## src/design/fts_pkg.sv

```systemverilog
package fts_pkg;

	localparam int REQ_W  = 3;
	localparam int TASK_W = 4;
	localparam int SLOT_W = 4;
	localparam int CRIT_W = 2;

	// request codes
	localparam logic [REQ_W-1:0] REQ_SLOT_WRITE = 3'd0;
	localparam logic [REQ_W-1:0] REQ_SET_READY  = 3'd1;
	localparam logic [REQ_W-1:0] REQ_UNPAUSE    = 3'd2;
	localparam logic [REQ_W-1:0] REQ_SET_CRIT   = 3'd3;
	localparam logic [REQ_W-1:0] REQ_DEQUEUE    = 3'd4;
	localparam logic [REQ_W-1:0] REQ_POP        = 3'd5;
	localparam logic [REQ_W-1:0] REQ_PREEMPT_Q  = 3'd6;

	// slot table write command
	typedef struct packed {
		logic              en;
		logic              occupied;
		logic [TASK_W-1:0] task_id;
	} slot_wr_t;

	// task table update command
	typedef struct packed {
		logic              set_ready;
		logic              ready_value;
		logic              set_crit;
		logic [CRIT_W-1:0] crit;
		logic [TASK_W-1:0] task_id;
	} task_cmd_t;

endpackage

```

## src/design/fts_slot_mem.sv

```systemverilog
module fts_slot_mem
	import fts_pkg::*;
#(
	parameter int NUM_SLOTS = 16,
	parameter int SIW       = 4
) (
	input  logic              clk,
	input  logic              arst_n,
	input  slot_wr_t          wr,
	input  logic [SIW-1:0]    wr_addr,
	input  logic              clr_en,
	input  logic [SIW-1:0]    clr_addr,
	input  logic              rd_en,
	input  logic [SIW-1:0]    rd_addr,
	output logic              rd_valid,
	output logic [TASK_W-1:0] rd_task
);

	logic [TASK_W-1:0]    mem [NUM_SLOTS];
	logic [NUM_SLOTS-1:0] valid_q;
	logic                 rd_valid_q;
	logic [TASK_W-1:0]    rd_task_q;

	// task field only matters while the slot is valid
	always_ff @(posedge clk) begin
		if (wr.en && wr.occupied) begin
			mem[wr_addr] <= wr.task_id;
		end
		if (rd_en) begin
			rd_task_q <= mem[rd_addr];
		end
	end

	always_ff @(posedge clk or negedge arst_n) begin
		if (!arst_n) begin
			valid_q    <= '0;
			rd_valid_q <= 1'b0;
		end else begin
			if (wr.en) begin
				valid_q[wr_addr] <= wr.occupied;
			end else if (clr_en) begin
				valid_q[clr_addr] <= 1'b0;
			end
			if (rd_en) begin
				rd_valid_q <= valid_q[rd_addr];
			end
		end
	end

	assign rd_valid = rd_valid_q;
	assign rd_task  = rd_task_q;

endmodule

```

## src/design/fts_task_tbl.sv

```systemverilog
module fts_task_tbl
	import fts_pkg::*;
#(
	parameter int NUM_TASKS  = 16,
	parameter int NUM_LEVELS = 4
) (
	input  logic              clk,
	input  logic              arst_n,
	input  task_cmd_t         cmd,
	input  logic [TASK_W-1:0] lk_task,
	output logic              lk_ready,
	output logic [CRIT_W-1:0] lk_crit
);

	localparam int TIW = (NUM_TASKS > 1) ? $clog2(NUM_TASKS) : 1;

	logic [NUM_TASKS-1:0] ready_q;
	logic [CRIT_W-1:0]    crit_q [NUM_TASKS];
	logic                 cmd_ok;
	logic                 lk_ok;
	logic [CRIT_W-1:0]    crit_sat;

	assign cmd_ok = 32'(cmd.task_id) < NUM_TASKS;
	assign lk_ok  = 32'(lk_task) < NUM_TASKS;

	// clamp to the top level
	assign crit_sat = (32'(cmd.crit) >= NUM_LEVELS) ? CRIT_W'(NUM_LEVELS - 1) : cmd.crit;

	always_ff @(posedge clk or negedge arst_n) begin
		if (!arst_n) begin
			ready_q <= '0;
			for (int i = 0; i < NUM_TASKS; i++) begin
				crit_q[i] <= '0;
			end
		end else if (cmd_ok) begin
			if (cmd.set_ready) begin
				ready_q[TIW'(cmd.task_id)] <= cmd.ready_value;
			end
			if (cmd.set_crit) begin
				crit_q[TIW'(cmd.task_id)] <= crit_sat;
			end
		end
	end

	assign lk_ready = lk_ok ? ready_q[TIW'(lk_task)] : 1'b0;
	assign lk_crit  = lk_ok ? crit_q[TIW'(lk_task)] : '0;

endmodule

```

## src/design/frame_table_criticality_scheduler.sv

```systemverilog
// channel | dir | handshake         | payload
// s       | in  | s_tvalid/s_tready | s_tuser: req_type; s_tdata: task_id .. running_criticality
// m       | out | m_tvalid/m_tready | m_tdata: found, chosen_task, can_preempt, idle_kick
//
// slot write, set ready, unpause, set criticality: from accept straight to the done state
// pop and a dequeue of an in-range task scan every slot, the preempt query all but
// one: one slot read per cycle through the slot table read port, then the done state
// s_tready is high only while idle; the result sits in the output register until taken
// a held result stalls completion of the next item, not its acceptance
// arst_n clears the slot valid bits, ready flags, criticalities and pointer at once
module frame_table_criticality_scheduler
	import fts_pkg::*;
#(
	parameter int NUM_SLOTS  = 16,
	parameter int NUM_TASKS  = 16,
	parameter int NUM_LEVELS = 4
) (
	input  logic        clk,
	input  logic        arst_n,
	input  logic        s_tvalid,
	output logic        s_tready,
	// [3:0] task_id, [7:4] slot_index, [8] slot_occupied, [9] ready_value,
	// [11:10] new_criticality, [13:12] system_level, [15:14] running_criticality
	input  logic [15:0] s_tdata,
	// [2:0] req_type
	input  logic [2:0]  s_tuser,
	output logic        m_tvalid,
	input  logic        m_tready,
	// [0] found, [4:1] chosen_task, [5] can_preempt, [6] idle_kick, [7] zero
	output logic [7:0]  m_tdata
);

	localparam int SIW   = $clog2(NUM_SLOTS);
	localparam int CNT_W = $clog2(NUM_SLOTS + 1);

	// one-hot sequencer states
	typedef enum logic [2:0] {
		ST_IDLE = 3'b001,
		ST_SCAN = 3'b010,
		ST_DONE = 3'b100
	} state_t;

	state_t state_q;

	// unpacked input item
	logic [REQ_W-1:0]  in_req;
	logic [TASK_W-1:0] in_task;
	logic [SLOT_W-1:0] in_slot;
	logic              in_occ;
	logic              in_rdy;
	logic [CRIT_W-1:0] in_ncrit;
	logic [CRIT_W-1:0] in_level;
	logic [CRIT_W-1:0] in_running;

	assign in_req     = s_tuser;
	assign in_task    = s_tdata[3:0];
	assign in_slot    = s_tdata[7:4];
	assign in_occ     = s_tdata[8];
	assign in_rdy     = s_tdata[9];
	assign in_ncrit   = s_tdata[11:10];
	assign in_level   = s_tdata[13:12];
	assign in_running = s_tdata[15:14];

	logic accept;
	logic task_ok;
	logic slot_ok;

	assign s_tready = (state_q == ST_IDLE);
	assign accept   = s_tvalid && s_tready;
	assign task_ok  = 32'(in_task) < NUM_TASKS;
	assign slot_ok  = 32'(in_slot) < NUM_SLOTS;

	// latched request for the scan
	logic [REQ_W-1:0]  req_q;
	logic [TASK_W-1:0] task_q;
	logic [CRIT_W-1:0] level_q;
	logic [CRIT_W-1:0] running_q;

	// scan control
	logic [CNT_W-1:0] cnt_q;
	logic [CNT_W-1:0] len_q;
	logic [SIW-1:0]   ptr_q;
	logic [SIW:0]     addr_sum;
	logic [SIW-1:0]   issue_addr;
	logic             issue;
	logic             scan_end;
	logic             s1_valid_q;
	logic [SIW-1:0]   addr_s1;

	// slot position = pointer + count, wrapped once
	assign addr_sum   = {1'b0, ptr_q} + (SIW + 1)'(cnt_q);
	assign issue_addr = (32'(addr_sum) >= NUM_SLOTS) ?
		SIW'(addr_sum - (SIW + 1)'(NUM_SLOTS)) : SIW'(addr_sum);
	assign issue      = (state_q == ST_SCAN) && (cnt_q < len_q);
	assign scan_end   = (state_q == ST_SCAN) && (cnt_q == len_q) && !s1_valid_q;

	// slot table and task table
	slot_wr_t          slot_wr;
	logic              clr_en;
	logic              rd_valid;
	logic [TASK_W-1:0] rd_task;
	task_cmd_t         task_cmd;
	logic              lk_ready;
	logic [CRIT_W-1:0] lk_crit;

	assign slot_wr.en       = accept && (in_req == REQ_SLOT_WRITE) && slot_ok && task_ok;
	assign slot_wr.occupied = in_occ;
	assign slot_wr.task_id  = in_task;

	assign task_cmd.set_ready   = accept && ((in_req == REQ_SET_READY) ||
		(in_req == REQ_UNPAUSE));
	assign task_cmd.ready_value = (in_req == REQ_UNPAUSE) ? 1'b1 : in_rdy;
	assign task_cmd.set_crit    = accept && (in_req == REQ_SET_CRIT);
	assign task_cmd.crit        = in_ncrit;
	assign task_cmd.task_id     = in_task;

	fts_slot_mem #(
		.NUM_SLOTS (NUM_SLOTS),
		.SIW       (SIW)
	) u_slot_mem (
		.clk      (clk),
		.arst_n   (arst_n),
		.wr       (slot_wr),
		.wr_addr  (SIW'(in_slot)),
		.clr_en   (clr_en),
		.clr_addr (addr_s1),
		.rd_en    (issue),
		.rd_addr  (issue_addr),
		.rd_valid (rd_valid),
		.rd_task  (rd_task)
	);

	fts_task_tbl #(
		.NUM_TASKS  (NUM_TASKS),
		.NUM_LEVELS (NUM_LEVELS)
	) u_task_tbl (
		.clk      (clk),
		.arst_n   (arst_n),
		.cmd      (task_cmd),
		.lk_task  (rd_task),
		.lk_ready (lk_ready),
		.lk_crit  (lk_crit)
	);

	// shared per-slot evaluation
	logic live;
	logic crit_ge;

	assign live    = s1_valid_q && rd_valid && lk_ready;
	assign crit_ge = lk_crit >= level_q;
	// dequeue empties every valid slot naming the task
	assign clr_en  = s1_valid_q && (req_q == REQ_DEQUEUE) && rd_valid && (rd_task == task_q);

	// scan accumulators
	logic              have_first_q;
	logic [SIW-1:0]    first_idx_q;
	logic [TASK_W-1:0] first_task_q;
	logic              picked_q;
	logic [SIW-1:0]    pick_idx_q;
	logic [TASK_W-1:0] pick_task_q;
	logic              hit_q;

	// pending result
	logic              res_found_q;
	logic [TASK_W-1:0] res_task_q;
	logic              res_preempt_q;
	logic              res_kick_q;

	// output register
	logic              m_tvalid_q;
	logic              out_found_q;
	logic [TASK_W-1:0] out_task_q;
	logic              out_preempt_q;
	logic              out_kick_q;
	logic              out_free;

	assign out_free = !m_tvalid_q || m_tready;

	// pop decision and pointer past the pick
	logic              pop_found;
	logic [SIW-1:0]    pop_idx;
	logic [TASK_W-1:0] pop_task;
	logic [SIW-1:0]    pop_next;

	assign pop_found = picked_q || have_first_q;
	assign pop_idx   = picked_q ? pick_idx_q : first_idx_q;
	assign pop_task  = picked_q ? pick_task_q : first_task_q;
	assign pop_next  = (pop_idx == SIW'(NUM_SLOTS - 1)) ? '0 : pop_idx + 1'b1;

	always_ff @(posedge clk or negedge arst_n) begin
		if (!arst_n) begin
			state_q    <= ST_IDLE;
			cnt_q      <= '0;
			len_q      <= '0;
			ptr_q      <= '0;
			s1_valid_q <= 1'b0;
			m_tvalid_q <= 1'b0;
		end else begin
			s1_valid_q <= issue;
			// load a finished result, else drop the one just taken
			if ((state_q == ST_DONE) && out_free) begin
				m_tvalid_q <= 1'b1;
			end else if (m_tready) begin
				m_tvalid_q <= 1'b0;
			end
			case (state_q)
				ST_IDLE: begin
					if (accept) begin
						cnt_q <= '0;
						case (in_req)
							REQ_POP: begin
								len_q   <= CNT_W'(NUM_SLOTS);
								state_q <= ST_SCAN;
							end
							REQ_PREEMPT_Q: begin
								len_q   <= CNT_W'(NUM_SLOTS - 1);
								state_q <= ST_SCAN;
							end
							REQ_DEQUEUE: begin
								len_q   <= CNT_W'(NUM_SLOTS);
								state_q <= task_ok ? ST_SCAN : ST_DONE;
							end
							default: begin
								state_q <= ST_DONE;
							end
						endcase
					end
				end
				ST_SCAN: begin
					if (issue) begin
						cnt_q <= cnt_q + 1'b1;
					end
					if (scan_end) begin
						if ((req_q == REQ_POP) && pop_found) begin
							ptr_q <= pop_next;
						end
						state_q <= ST_DONE;
					end
				end
				ST_DONE: begin
					if (out_free) begin
						state_q <= ST_IDLE;
					end
				end
				default: begin
					state_q <= ST_IDLE;
				end
			endcase
		end
	end

	// request latch, accumulators and result payload
	always_ff @(posedge clk) begin
		if (accept) begin
			req_q         <= in_req;
			task_q        <= in_task;
			level_q       <= in_level;
			running_q     <= in_running;
			have_first_q  <= 1'b0;
			picked_q      <= 1'b0;
			hit_q         <= 1'b0;
			res_found_q   <= 1'b0;
			res_task_q    <= '0;
			res_preempt_q <= 1'b0;
			res_kick_q    <= (in_req == REQ_UNPAUSE);
		end
		addr_s1 <= issue_addr;
		if (live && !have_first_q) begin
			have_first_q <= 1'b1;
			first_idx_q  <= addr_s1;
			first_task_q <= rd_task;
		end
		if (live && crit_ge && !picked_q) begin
			picked_q    <= 1'b1;
			pick_idx_q  <= addr_s1;
			pick_task_q <= rd_task;
		end
		if (live && ((running_q < level_q) || crit_ge)) begin
			hit_q <= 1'b1;
		end
		if (scan_end) begin
			if (req_q == REQ_POP) begin
				res_found_q <= pop_found;
				res_task_q  <= pop_found ? pop_task : '0;
			end
			res_preempt_q <= (req_q == REQ_PREEMPT_Q) && hit_q;
		end
		if ((state_q == ST_DONE) && out_free) begin
			out_found_q   <= res_found_q;
			out_task_q    <= res_task_q;
			out_preempt_q <= res_preempt_q;
			out_kick_q    <= res_kick_q;
		end
	end

	assign m_tvalid = m_tvalid_q;
	assign m_tdata  = {1'b0, out_kick_q, out_preempt_q, out_task_q, out_found_q};

	// pointer stays inside the slot table
	a_ptr_range: assert property (@(posedge clk) disable iff (!arst_n)
		32'(ptr_q) < NUM_SLOTS)
		else $error("rotate pointer out of range");

	// a result with nothing found reports task zero
	a_none_zero: assert property (@(posedge clk) disable iff (!arst_n)
		m_tvalid_q && !out_found_q |-> out_task_q == '0)
		else $error("chosen task without a find");

	// at most one kind of result flag per item
	a_one_flag: assert property (@(posedge clk) disable iff (!arst_n)
		m_tvalid_q |-> $onehot0({out_found_q, out_preempt_q, out_kick_q}))
		else $error("conflicting result flags");

	// the scan never reads past its length
	a_cnt_bound: assert property (@(posedge clk) disable iff (!arst_n)
		(state_q == ST_SCAN) |-> cnt_q <= len_q)
		else $error("scan count past length");

	// an accepted item closes the input until its result is produced
	a_one_item: assert property (@(posedge clk) disable iff (!arst_n)
		accept |=> !s_tready)
		else $error("second item taken during work");

endmodule

```

## config.mk

```make
export PLATFORM = sky130hd
export DESIGN_NAME = frame_table_criticality_scheduler
export DESIGN_NICKNAME = d
export VERILOG_FILES = /design/src/design/fts_pkg.sv /design/src/design/fts_slot_mem.sv /design/src/design/fts_task_tbl.sv /design/src/design/frame_table_criticality_scheduler.sv
export SDC_FILE = /design/constraint.sdc
export NUM_CORES = 1
export LEC_CHECK = 0
export BUFFER_PORTS_ARGS = -buffer_cell sky130_fd_sc_hd__clkbuf_2
export CAP_MARGIN = 10
export CORE_MARGIN = 5
export CORE_UTILIZATION = 41
export CTS_BUF_LIST = sky130_fd_sc_hd__clkbuf_4
export DETAILED_ROUTE_END_ITERATION = 10
export PLACE_DENSITY_LB_ADDON = 0.12
export SETUP_SLACK_MARGIN = 0.05
export SKIP_LAST_GASP = 1
export SYNTH_ARGS = -nofsm -noshare
export SYNTH_HDL_FRONTEND = slang
export SYNTH_SLANG_ARGS = --single-unit
export TNS_END_PERCENT = 5
```

## constraint.sdc

```tcl
create_clock -name clk -period 7.5 [get_ports clk]
set_input_delay 1.5 -clock clk [delete_from_list [all_inputs] [get_ports clk]]
set_output_delay 1.5 -clock clk [all_outputs]
set_load 0.01 [all_outputs]
```

### After elaboration in Yosys (flattened, before gate mapping)

Memory sizes are Yosys's and may differ from the RTL's. A register that Yosys moved wholly into a read port is not among the register bits.
Cells that the tools add are included.

* register bits: 132
* latch bits: 0
* memory bits (writable): 64
* memory bits (read-only): 0
* input port bits: 23
* output and inout bits: 10
* word-level logic and storage cells: 179
* memories kept: 1

* add/sub/neg operators: 4
* multipliers: 0
* div/mod/pow operators: 0
* order comparisons: 15
* equal/unequal tests: 19
* shift-type cells: 0
* mux-type cells: 47
* bitwise gates (word level): 4
* reduce and logical (&&, ||, !) cells: 44

Memories
* u_slot_mem.mem: depth 16, width 4, rd ports 1, clocked after memory_dff 1, write ports 1, RTL line fts_slot_mem.sv:19 `logic [TASK_W-1:0] mem [NUM_SLOTS];`

Operator list (number)
* bitwise mux 16 bit: 2
* bitwise mux 32 bit: 1
* two-way mux 16 bit: 2
* two-way mux 4 bit: 8
* < comparator 4 x 5 -> 1 bit (second input constant): 5
* logical AND 1 bit: 24
* == test 3 bit (second input constant): 7
* one-hot mux 5 bit (2 select lines): 2
* bitwise AND 16 bit: 1
* NOT 16 bit: 1
* >= comparator 5 bit (second input constant): 3
* two-way mux 1 bit: 15
* demux 1 bit (select 4 bit): 3
* >= comparator 4 x 1 -> 1 bit (second input constant): 3
* two-way mux 3 bit: 4
* AND reduction 3 bit: 4
* two-way mux 5 bit: 2
* NOT 4 -> 5 bit: 2
* nonzero test 2 bit: 5
* == test 3 x 2 -> 1 bit (second input constant): 3
* one-hot mux 3 bit (3 select lines): 1
* binary-select mux 1 bit (select 4 bit): 2
* binary-select mux 2 bit (select 4 bit): 1
* demux 2 bit (select 4 bit): 1
* other kinds (20): 31

### Depth between registers and ports, before layout

Gate-level depths: netlist of the first run.

* depth after elaboration: 8
* gate-level depth with buffers: 10

### Modules after synthesis

Synthesis of the first run repeated with hierarchy kept, for this count alone.

* cells, all modules: 612
* area total of the unflattened synthesis: 8897.3 sq um

By module, submodules not included
* fts_slot_mem: times used 1, cells an instance 226, area each 3684.8 sq um
* frame_table_criticality_scheduler: times used 1, cells an instance 205, area each 2773.9 sq um
* fts_task_tbl: times used 1, cells an instance 181, area each 2438.6 sq um

### Least setup slack after synthesis of the first run

Ideal clock, no wire load.

* path type: in2reg
* start: input s_tvalid
* end: register u_task_tbl.ready_q[12]
* library setup time: 0.125 ns
* arrival time: 3.377 ns
* setup slack: 3.999 ns
* stages: 7
* cell sequence: nand4bb_1 > clkbuf_1 > inv_1 > nand3b_1 > or3b_2 > nor3_1 > mux2_2

* cells in the longest elaborated chain, start to end: 2

Ends and longest elaborated chain
* from (decl): RTL line frame_table_criticality_scheduler.sv:20 `input logic s_tvalid,`
* logical AND 1 bit: RTL line frame_table_criticality_scheduler.sv:69 `assign accept = s_tvalid && s_tready;`
* net accept: RTL line frame_table_criticality_scheduler.sv:64 `logic accept;`
* logical AND 1 bit: RTL line frame_table_criticality_scheduler.sv:110 `assign task_cmd.set_ready = accept && ((in_req == REQ_SET_READY) ||`
* to (signal, indexed assignment): RTL line fts_task_tbl.sv:37 `ready_q[TIW'(cmd.task_id)] <= cmd.ready_value;`
* to (decl): RTL line fts_task_tbl.sv:17 `logic [NUM_TASKS-1:0] ready_q;`

The timed path passes the listed nets, and every way through them passes these cells.
A chain may end at the register's enable or synchronous reset.

### Worst setup path after layout of the first run

Same ends and word-level chain as after synthesis.

==> results of run 1 <==
[through the flow]
step,power [mW],hold slack [ns],std cells
after floorplan,1.59,0.400,645
after global placement,1.70,0.406,928
after detailed placement,1.72,0.416,928
after CTS,2.24,0.450,959
after global routing,2.33,0.457,960
final,2.21,0.448,960
[metal layers]
metal  vias to the layer above  routed length [µm]  track usage, %
met2                       146                9290            26.2
met1                      2751                8660            22.5
met3                        23                 903            3.22
li1                       2476                   -               -
met4                         0                 243            3.73
met5                         -                   0               0
[sequential cells by signal (all words and copies together) (netlist names), 3 cells and up]
name,cells
cnt_q,5
first_task_q,4
u_slot_mem.mem,64
first_idx_q,4
u_slot_mem.valid_q,16
u_task_tbl.ready_q,16
pick_idx_q,4
task_q,4
u_slot_mem.rd_task,4
ptr_q,4
res_task_q,4
state_q,3
out_task_q,4
u_task_tbl.crit_q,32
addr_s1,4
req_q,3
pick_task_q,4
[final timing paths]
check | slack, ns | start | cells past startpoint | to
min in group asynchronous | 0.73 | arst_n | 1 | u_slot_mem.valid_q[7]
hold / removal | 0.45 | res_task_q[0] | 0 | out_task_q[0]
hold reg to reg | 0.45 | res_task_q[0] | 0 | out_task_q[0]
setup / recovery | 3.78 | s_tvalid | 7 | u_task_tbl.ready_q[12]
max in group asynchronous | 5.56 | arst_n | 2 | u_task_tbl.crit_q[18]
setup reg to reg | 4.19 | state_q[0] | 6 | u_task_tbl.ready_q[12]
[cells by family after synthesis]
family | count (synthesis)
xor gates and xnor gates | 10
muxes | 103
and+or+nand+nor | 179
AOI/OAI and AO/OA | 92
other | 1
adders and majority gates | 14
DFF | 197
buffers and inverters | 49
[power groups by stage]
stage | registers, mW | clock network (mW) | logic, mW
floorplan | 1.31 | 0 | 0.283
global placement | 1.33 | 0 | 0.373
detailed placement | 1.34 | 0 | 0.383
CTS | 1.31 | 0.541 | 0.386
global route | 1.32 | 0.585 | 0.425
finish | 1.31 | 0.521 | 0.381
[synthesized netlist by cell type, types with 12 or more instances]
cell | count | area, µm²
clkbuf_1 | 20 | 75.1
inv_1 | 18 | 67.6
ha_1 | 13 | 163
o21ai_0 | 46 | 230
nand3_1 | 24 | 120
mux2i_1 | 16 | 160
o221ai_1 | 14 | 123
edfxtp_1 | 104 | 3120
nand2_1 | 54 | 203
dfxtp_1 | 12 | 240
dfrtp_1 | 80 | 2000
nor2_1 | 37 | 139
mux2_2 | 55 | 619
mux4_2 | 32 | 721
nand2b_1 | 13 | 81.3
[critical path, delay by kind of cell]
family                 cells  cell delay [ns]
buffers and inverters      2             0.80
muxes                      1             0.36
and+or+nand+nor            4             1.52
[cell type report]
cell class / count / area, µm²
clock inverter: 12 / 106
sequential: 197 / 5390
timing repair buffer: 39 / 218
multi-input combinational: 399 / 3270
antenna: 1 / 2.50
tap: 275 / 344
fill: 1908 / 11600
clock buffer: 19 / 143
inverter: 18 / 67.6
==> metrics.txt, run 1 <==
status complete, no violations; post-route cell area 9540 µm²; leakage dissipation 3.59 nW; first-pass GRT wire length 30,800 µm; Clk network pwr share 23.5%; largest net degree at the start of global routing 74; Tcrit/Tclk final 49.6%; Initial Util 41.9%; H-tree depth 4; Die H 157 µm; Iteration-0 DRC Markers 365; Synth async-reset ratio 41.1%; Max Transition Viols Final 0; Post-DP HPWL 12,800 µm; post-synthesis sequential area ratio 60.8%; synthesized area 8860 µm²; Setup WS pre-CTS 3.22 ns; hold buffers post-CTS 0; Synth Area in Simple Gates 10.0%; CTS max path bufs 2; XOR/XNOR Fraction of Synth Area 0.988%; post-CTS setup buffers 0; Max stage delay on crit path 0.70 ns; FF+latch count, synth 197; Worst-path clk slew 0.14 ns; commonest non-fill, non-tap cell in the layout edfxtp_1; ys flop type edfxtp_1; Clock Latency Late Sink 0.56 ns; TritonCTS buffer count 17; number of flops mapped to enable cells by yosys 104; YS warnings 0; CTS tree built; row count 53; final core utilization 45.1%; Worst path slowest cell inv_1; mux share of post-synthesis cell area 16.9%; complex-gate fraction of the synthesized area 6.72%; drt first pass iters 5; Synth Instances 645; Final Hold Fails 0; worst-path cell chain clkbuf_2, nand4bb_1, inv_1, nand3b_1, or3b_2, nor3_1, mux2_2; Max Freq 0.269 GHz; Hold Path Class register to register; ratio of cells with drive above 1 in the final layout 25.0%; Sw Ratio 28.7%; number of global-route vias before repair 5,542; CTS resizes 0; Die W 157 µm; adder-cell area share of the yosys netlist 2.06%; critical path class primary input to register; RSZ-0062 raised after global routing no; Max Cap Viol 0; CP Launch Type primary input; total global routing overflow 0; commonest non-fill, non-tap cells in the layout edfxtp_1, dfrtp_1, mux2_2; nets@finish 709; Top Ports 33; synth unique cells 52; Critical Path RT 7.96 ns; post-synthesis to final-layout area growth 7.68%; routability congestion estimate 0.854; Placed Area 9290 µm²; Vias 5,396; initial antenna violation count 1; Final WS setup 3.78 ns; CTS root buffer clkbuf_4; VDD IR max 0.0917 mV; crit path DAT 4.18 ns; combinational family with the most area after synthesis multiplexers; number of remaining DRC errors 0; fin crit period 3.72 ns; overall die area 24,700 µm²; post-route ant nets 0; Max Clock Skew 0.0220 ns; slew margin rel. 32.7%; Post-Route WL 19,100 µm; DR vias/cell 5.62; clock sink count 197; internal power 1.58 mW; measured slew at the worst slew-check pin 1.01 ns; Sum Neg Setup Slack 0 ns; drt wl/cell 19.9 µm; syn_area_per_cell 13.7 µm²; final setup vio count 0; Post-Syn Nets 682; P per Cell Area 232 nW/µm²; Flop pwr share 59.3%; GR Util All Layers 16.1%; IO buf count 31; Combinational Power Share 17.2%; Worst Setup End Kind register; Floorplan Core Area 21,200 µm²; Worst Path Max Fanout 18; Switch Pwr 0.636 mW
Note: power is estimated with default switching activity, not from simulation.
==> run 2: changes to the inputs <==
==> constraint.sdc (replaced) <==
create_clock -name clk -period 3.5 [get_ports clk]
set_input_delay 0.7 -clock clk [delete_from_list [all_inputs] [get_ports clk]]
set_output_delay 0.7 -clock clk [all_outputs]
set_load 0.01 [all_outputs]
==> run 2 against run 1 <==
- worst setup slack worse by 3.3 ns
- clock skew is 0.0038 ns lower
- first-iteration DRC count is 7.1% higher
- register-to-register slack worse by 3.7 ns
- count of clock-buffer cells in the layout is 2 lower
- utilization is 0.52 points higher
- global-route usage is 0.45 points higher
- die area stayed put
- flip-flop and latch count stayed put
- sequential power is 120% higher
- highest routed layer unchanged
==> metrics.txt, run 2 (synthesized netlist as in run 1, its figures left out) <==
CTS tree built; RSZ-0062 raised after global routing no; reg2reg path depth 5; CTS root buffer clkbuf_4; Critical Path RT 3.73 ns; final setup vio count 0; Worst Setup End Kind register; Max Freq 0.334 GHz; slew margin rel. 52.6%; Tcrit/Tclk final 85.6%; routability congestion estimate 0.819; largest net degree at the start of global routing 50; Max Cap Viol 0; commonest non-fill, non-tap cell in the layout edfxtp_1; commonest non-fill, non-tap cells in the layout edfxtp_1, dfrtp_1, mux2_2; IO buf count 31; Final WS setup 0.503 ns; Top Ports 33; GR Util All Layers 16.5%; FF-to-FF End pick_idx_q[0]; P per Cell Area 508 nW/µm²; first-pass GRT wire length 31,500 µm; initial antenna violation count 1; FF-to-FF Start u_slot_mem.rd_task[0]; Vias 5,408; fin crit period 3.00 ns; Worst Path Max Fanout 9; Worst-path clk slew 0.18 ns; post-CTS setup buffers 0; top flop regs u_slot_mem.mem: 64 flops, u_task_tbl.crit_q: 32 flops; Top reg by flops u_slot_mem.mem; clock sink count 197; CTS max path bufs 2; number of remaining DRC errors 0; setup slack, reg-to-reg 0.50 ns; leakage dissipation 3.66 nW; drt first pass iters 5; Post-DP HPWL 13,500 µm; post-synthesis to final-layout area growth 8.92%; Max Clock Skew 0.0182 ns; Floorplan Core Area 21,200 µm²; Post-Route WL 19,400 µm; end of the critical path pick_idx_q[0]; crit path DAT 3.22 ns; nets@finish 716; Max Transition Viols Final 0; Iteration-0 DRC Markers 391; drt wl/cell 20.1 µm; max reg flops 64; critical path class register to register; crit path launch u_slot_mem.rd_task[0]; Initial Util 41.9%; Clock Latency Late Sink 0.57 ns; post-route ant nets 0; overall die area 24,700 µm²; DR vias/cell 5.59; Die H 157 µm; Hold Path Class primary input to asynchronous set/reset pin; Die W 157 µm; TritonCTS buffer count 17; number of global-route vias before repair 5,582; total global routing overflow 0; Final Hold Fails 0; ratio of cells with drive above 1 in the final layout 26.2%; row count 53; Setup WS pre-CTS 0.136 ns; status complete, no violations; Sum Neg Setup Slack 0 ns; VDD IR max 0.226 mV; H-tree depth 4; measured slew at the worst slew-check pin 0.710 ns; CP Launch Type register
run 2: cell count changes in the layout (fill, tap and decap cells not counted), sizes merged:
cell / previous run / this run
inv: 20 / 28
buf: 9 / 16
clkinvlp: 4 / 0
clkbuf: 49 / 47
bufinv: 1 / 0
run 2: repair_timing:
action,CTS,global route
hold buffers,0,0
endpoints found under the hold margin,0,0
setup endpoints to repair,0,8
resized for setup,0,1
run 2: layout make-up:
type / instances / area, µm²
Tap cell: 275 / 344
Multi-Input combinational cell: 399 / 3280
Timing Repair Buffer: 46 / 270
Sequential cell: 197 / 5390
Antenna cell: 1 / 2.50
Fill cell: 1853 / 11500
Clock inverter: 15 / 174
Clock buffer: 17 / 128
Inverter: 18 / 67.6
run 2: worst min-delay path by stage:
stage | start | endpoint | slack [ns] | depth (start not counted)
after global routing | arst_n | u_slot_mem.valid_q[6] | 0.15 | 1
final | arst_n | u_slot_mem.valid_q[6] | 0.12 | 1
after CTS | arst_n | u_task_tbl.crit_q[7] | 0.12 | 1
after floorplan | arst_n | cnt_q[0] | 0.40 | 0
after detailed placement | res_preempt_q | out_preempt_q | 0.41 | 0
after global placement | res_preempt_q | out_preempt_q | 0.41 | 0
run 2: layer usage:
| metal | up-vias | part of all wire, % | track usage (%) | wire (µm) |
|---|---|---|---|---|
| met5 | - | 0 | 0 | 0 |
| li1 | 2508 | - | - | - |
| met3 | 9 | 4.1 | 3.16 | 798 |
| met4 | 0 | 0.70 | 4.22 | 135 |
| met2 | 127 | 49 | 26.8 | 9460 |
| met1 | 2764 | 46 | 23.2 | 9020 |
run 2: per-stage QoR:
step / utilization (%) / power (mW) / std cells / instance area [µm²] / hold WS, ns
floorplan: - / 3.40 / 645 / 8860 / 0.400
global placement: 44.2 / 3.70 / 935 / 9340 / 0.410
detailed placement: 44.2 / 3.73 / 935 / 9340 / 0.409
CTS: 45.6 / 4.96 / 967 / 9650 / 0.122
global route: 45.6 / 5.16 / 968 / 9650 / 0.146
finish: 45.6 / 4.90 / 968 / 9650 / 0.119
run 2: critical path, stage by stage (launching register included):
cell	delay (ns)
edfxtp_1	0.69
mux4_2	0.59
mux4_2	0.50
ha_1	0.29
a21oi_1	0.10
nor3_2	0.49
run 2: power by group:
part | total (mW) | switching (mW) | internal [mW] | leakage (nW)
combinational | 0.840 | 0.466 | 0.374 | 1.43
clock | 1.24 | 0.893 | 0.345 | 0.163
sequential | 2.82 | 0.160 | 2.66 | 2.07
total | 4.90 | 1.52 | 3.38 | 3.66
